$ cat src/rtl/core/sjfd_pkg.sv
// Package of the shortest-job-first dispatcher: sizes, codes and job types.
// Depends on nothing; used by every module of the dispatcher.
package sjfd_pkg;

    localparam int READY_DEPTH = 64;

    localparam int ID_W    = 8;
    localparam int BURST_W = 16;
    localparam int TIME_W  = 32;
    localparam int EVENT_W = 2;

    localparam logic ACT_ARRIVE = 1'b0;
    localparam logic ACT_TICK   = 1'b1;

    localparam logic [EVENT_W-1:0] EV_NONE     = 2'd0;
    localparam logic [EVENT_W-1:0] EV_DISPATCH = 2'd1;
    localparam logic [EVENT_W-1:0] EV_DROP     = 2'd2;

    typedef struct packed {
        logic [ID_W-1:0]    id;
        logic [BURST_W-1:0] burst;
        logic [TIME_W-1:0]  arrival;
    } t_entry;

    typedef struct packed {
        logic   valid;
        t_entry data;
    } t_job;

    // Chain-wide command for an update cycle.
    typedef struct packed {
        logic ins;
        logic pop;
    } t_cell_ctl;

    localparam t_job JOB_EMPTY = '0;

endpackage

$ cat src/rtl/core/sjfd_cell.sv
// One cell of the sorted ready chain: holds a single waiting job.
// Depends on sjfd_pkg; instantiated in a row by the dispatcher top level.
module sjfd_cell (
    input  logic                i_clk,
    input  logic                i_rst_n,
    input  sjfd_pkg::t_cell_ctl i_ctl,
    input  sjfd_pkg::t_job      i_new,
    input  sjfd_pkg::t_job      i_prev_job,
    input  logic                i_prev_before,
    input  sjfd_pkg::t_job      i_next_job,
    output sjfd_pkg::t_job      o_job,
    output logic                o_before
);
    import sjfd_pkg::*;

    logic   r_valid;
    logic   n_valid;
    t_entry r_data;
    t_entry n_data;

    // The new job goes ahead of this cell's job when the cell is empty, its
    // burst is shorter, or the burst ties, both arrived this tick and its id
    // is lower. Any job that arrived on an earlier tick has waited longer.
    assign o_before = !r_valid
                    || (i_new.data.burst < r_data.burst)
                    || ((i_new.data.burst == r_data.burst)
                        && (i_new.data.arrival == r_data.arrival)
                        && (i_new.data.id < r_data.id));

    always_comb begin
        n_valid = r_valid;
        n_data  = r_data;
        priority if (i_ctl.pop) begin
            n_valid = i_next_job.valid;
            n_data  = i_next_job.data;
        end else if (i_ctl.ins && o_before) begin
            if (i_prev_before) begin
                n_valid = i_prev_job.valid;
                n_data  = i_prev_job.data;
            end else begin
                n_valid = 1'b1;
                n_data  = i_new.data;
            end
        end
    end

    always_ff @(posedge i_clk) begin
        if (!i_rst_n) begin
            r_valid <= 1'b0;
        end else begin
            r_valid <= n_valid;
        end
    end

    always_ff @(posedge i_clk) begin
        r_data <= n_data;
    end

    assign o_job = '{valid: r_valid, data: r_data};

endmodule

$ cat config.mk
export PLATFORM = sky130hd
export DESIGN_NAME = sjfd_cell
export DESIGN_NICKNAME = d
export VERILOG_FILES = /design/src/rtl/core/sjfd_pkg.sv /design/src/rtl/core/sjfd_cell.sv
export SDC_FILE = /design/constraint.sdc
export NUM_CORES = 1
export LEC_CHECK = 0
export BUFFER_PORTS_ARGS = -buffer_cell sky130_fd_sc_hd__buf_4
export CORE_MARGIN = 2
export CORE_UTILIZATION = 45
export CTS_BUF_LIST = sky130_fd_sc_hd__clkbuf_4
export DETAILED_ROUTE_END_ITERATION = 16
export PLACE_DENSITY = 0.95
export SLEW_MARGIN = 20
export SYNTH_ARGS = -nofsm -noshare
export SYNTH_HDL_FRONTEND = slang
export SYNTH_SLANG_ARGS = --single-unit
export TNS_END_PERCENT = 1
$ cat constraint.sdc
create_clock -name i_clk -period 4.9 [get_ports i_clk]
set_input_delay 0.98 -clock i_clk [delete_from_list [all_inputs] [get_ports i_clk]]
set_output_delay 0.98 -clock i_clk [all_outputs]
set_load 0.02 [all_outputs]
==> flow_metrics.env <==
export IMPL_synthArstFlopShare_pct=0
export IMPL_max_freq_mhz=270
export IMPL_hold_path_end="r_valid"
export IMPL_syn_nets=580
export IMPL_ff2ff_setup_slack_ns=1.81
export IMPL_fin_crit_ns=3.70
export IMPL_tightest_slew_ns=0.970
export IMPL_grt_overflow=0
export IMPL_status="finished clean"
export IMPL_diodes=0
export IMPL_cts_buffer_depth=2
export IMPL_grt_max_degree=112
export IMPL_die_x_um=97.2
export IMPL_num_rows=34
export IMPL_met2_wirelength_um=6090
export IMPL_antenna_found_initial=0
export IMPL_r2r_end="o_job[47]"
export IMPL_hold_depth=3
export IMPL_rsz0062_at_grt="false"
export IMPL_ant_nets=0
export IMPL_route_detailed_drc=0
export IMPL_syn_to_final_growth_pct=49.1
export IMPL_power_density_nw_per_um2=246
export IMPL_worstPathRequired_ns=3.92
export IMPL_mostFrequentLayoutCells="buf_4 (233), nand2_1 (60), mux2i_1 (56), edfxtp_1 (56), o21ai_1 (40)"
export IMPL_yosys_register_bits=57
export IMPL_num_vias=3727
export IMPL_postRouteWirelength_um=11600
export IMPL_final_common_cell="buf_4"
export IMPL_cts_hold_buf=0
export IMPL_critPathLaunch="i_new[46]"
export IMPL_highest_layer="met4"
export IMPL_synth_area_per_cell_um2=10.3
export IMPL_synth_compound_area_share_pct=10.8
export IMPL_ys_types=38
export IMPL_synth_flop_cell="edfxtp_1"
export IMPL_grt_use_total_pct=24.4
export IMPL_drt_initial_drc_count=108
export IMPL_ys_seq_area_share_pct=43.5
export IMPL_finClkSkew_ns=0.0214
export IMPL_drive_gt1_share_pct=42.3
export IMPL_io_pin_count=234
export IMPL_post_place_ws_ns=1.11
export IMPL_dieArea_um2=9460
export IMPL_crit_path_end_kind="primary output"
export IMPL_synth_xor_area_share_pct=7.16
export IMPL_timing_hold_worst_start="r_valid"
export IMPL_initial_core_util_pct=45.5
export IMPL_cts_tree="done"
export IMPL_ctsResizeCount=0
export IMPL_reg2reg_depth=8
export IMPL_netlist_area_um2=3910
export IMPL_power_leakage_nw=2.80
export IMPL_synthCells=381
export IMPL_grt_first_pass_wirelength_um=18600
export IMPL_drv_slew=0
export IMPL_setup_slack_ns=1.20
export IMPL_drt_pre_antenna_iters=4
export IMPL_cts_buffers=9
export IMPL_synth_mux_area_share_pct=14.3
export IMPL_ir_drop_mv=0.158
export IMPL_synth_edf_count=56
export IMPL_synth_fa_ha_area_share_pct=7.36
export IMPL_drt_met1_wl_um=4260
export IMPL_fin_util_pct=67.9
export IMPL_hold_class="flip-flop to flip-flop"
export IMPL_final_hold_viol_count=0
export IMPL_clk_latency_ns=0.38
export IMPL_cts_root_buf="clkbuf_4"
export IMPL_viasPerCell=5.19
export IMPL_crit_fanout=3
export IMPL_gp_congestion=0.858
export IMPL_die_height_um=97.2
export IMPL_nNetsFinal=805
export IMPL_yosys_warnings=0
export IMPL_route_met3_wl_um=912
export IMPL_reg2reg_from="o_job[46]"
export IMPL_cts_setup_buffers=0
export IMPL_cap_violations=0
export IMPL_start_kind="input port"
export IMPL_htree_levels=3
export IMPL_finalHoldWorstSlack_ns=0.733
export IMPL_finalCritPeriodShare_pct=75.6
export IMPL_slew_headroom_pct=35.3
export IMPL_yosys_area_share_simple_pct=12.2
export IMPL_cts_sinks=57
export IMPL_cts_clk_slew_worst_paths_ns=0.08
export IMPL_dp_hpwl_um=9270
export IMPL_wl_per_cell_um=16.1
export IMPL_finalSetupTns_ns=0
export IMPL_arrival_ns=2.72
export IMPL_core_area_um2=8590
export IMPL_synth_top_family_by_area="multiplexers"
export IMPL_finalSetupViolCount=0
export IMPL_worstSetupPathType="input port to primary output"
export IMPL_grt_pass1_vias=3864
export IMPL_io_buffers=232
synth_stat cells, types with 2 or more instances:
library cell / n / area share (%)
nand4_1: 11 / 1.8
buf_2: 5 / 0.64
clkbuf_1: 12 / 1.2
xor2_1: 3 / 0.67
a21oi_1: 6 / 0.77
mux2i_1: 56 / 14
o21ai_0: 18 / 2.3
edfxtp_1: 56 / 43
ha_1: 23 / 7.4
o21ai_1: 40 / 5.1
nor2_1: 4 / 0.38
o211ai_1: 2 / 0.38
inv_1: 24 / 2.3
xnor2_1: 29 / 6.5
nor4_4: 2 / 1.1
nand4_2: 3 / 0.96
nand3_1: 7 / 0.90
nand2_1: 60 / 5.8
flip-flops by register name, indices dropped and copies added, names as in the netlist:
signal   flops
o_job       56
r_valid      1
where the power goes:
group | switching, mW | total (mW) | internal [mW]
Clock | 0.169 | 0.271 | 0.102
Sequential | 0.0376 | 0.646 | 0.608
Combinational | 0.263 | 0.520 | 0.257
cell families after synthesis:
logic type | Yosys count
adder cells (fa/ha/maj) | 23
multiplexers | 56
AND/OR/NAND/NOR | 94
AO/OA/AOI/OAI | 75
XOR/XNOR | 32
buffers and inverters | 44
flip-flops | 57
stage by stage:
stage | cell area [um2] | power [mW] | std cells
after floorplan | 3910 | 0.916 | 381
after global placement | 5740 | 1.16 | 703
after detailed placement | 5740 | 1.18 | 703
after CTS | 5830 | 1.45 | 718
after global routing | 5830 | 1.51 | 718
final | 5830 | 1.44 | 718
routing by layer:
metal | vias up | track usage [%]
li1 | 1826 | -
met2 | 170 | 44.9
met4 | 0 | 9.72
met1 | 1704 | 26.8
met3 | 27 | 6.26
met5 | - | 0
final cells by class:
type,instances,area (um2)
Multi-Input combinational cell,280,2040
Sequential cell,57,1700
Clock buffer,10,75.1
Timing Repair Buffer,234,1770
Tap cell,108,135
Inverter,24,90.1
Clock inverter,5,23.8
Fill cell,643,2760
worst max-delay path, stage by stage:
cell and delay, ns:
buf_4 0.11, ha_1 0.32, nand4_1 0.18, or3_4 0.45, a211oi_2 0.18, nand4_2 0.19, nand3_1 0.15, buf_4 0.16
worst max-delay path by stage:
stage | slack, ns | depth (start not counted) | end
CTS | 1.23 | 8 | o_before
finish | 1.20 | 8 | o_before
global route | 1.14 | 8 | o_before
global placement | 1.19 | 8 | o_job[34]
floorplan | 0.63 | 6 | o_job[0]
detailed placement | 1.11 | 8 | o_job[35]
Note: power is estimated with default switching activity, not from simulation.
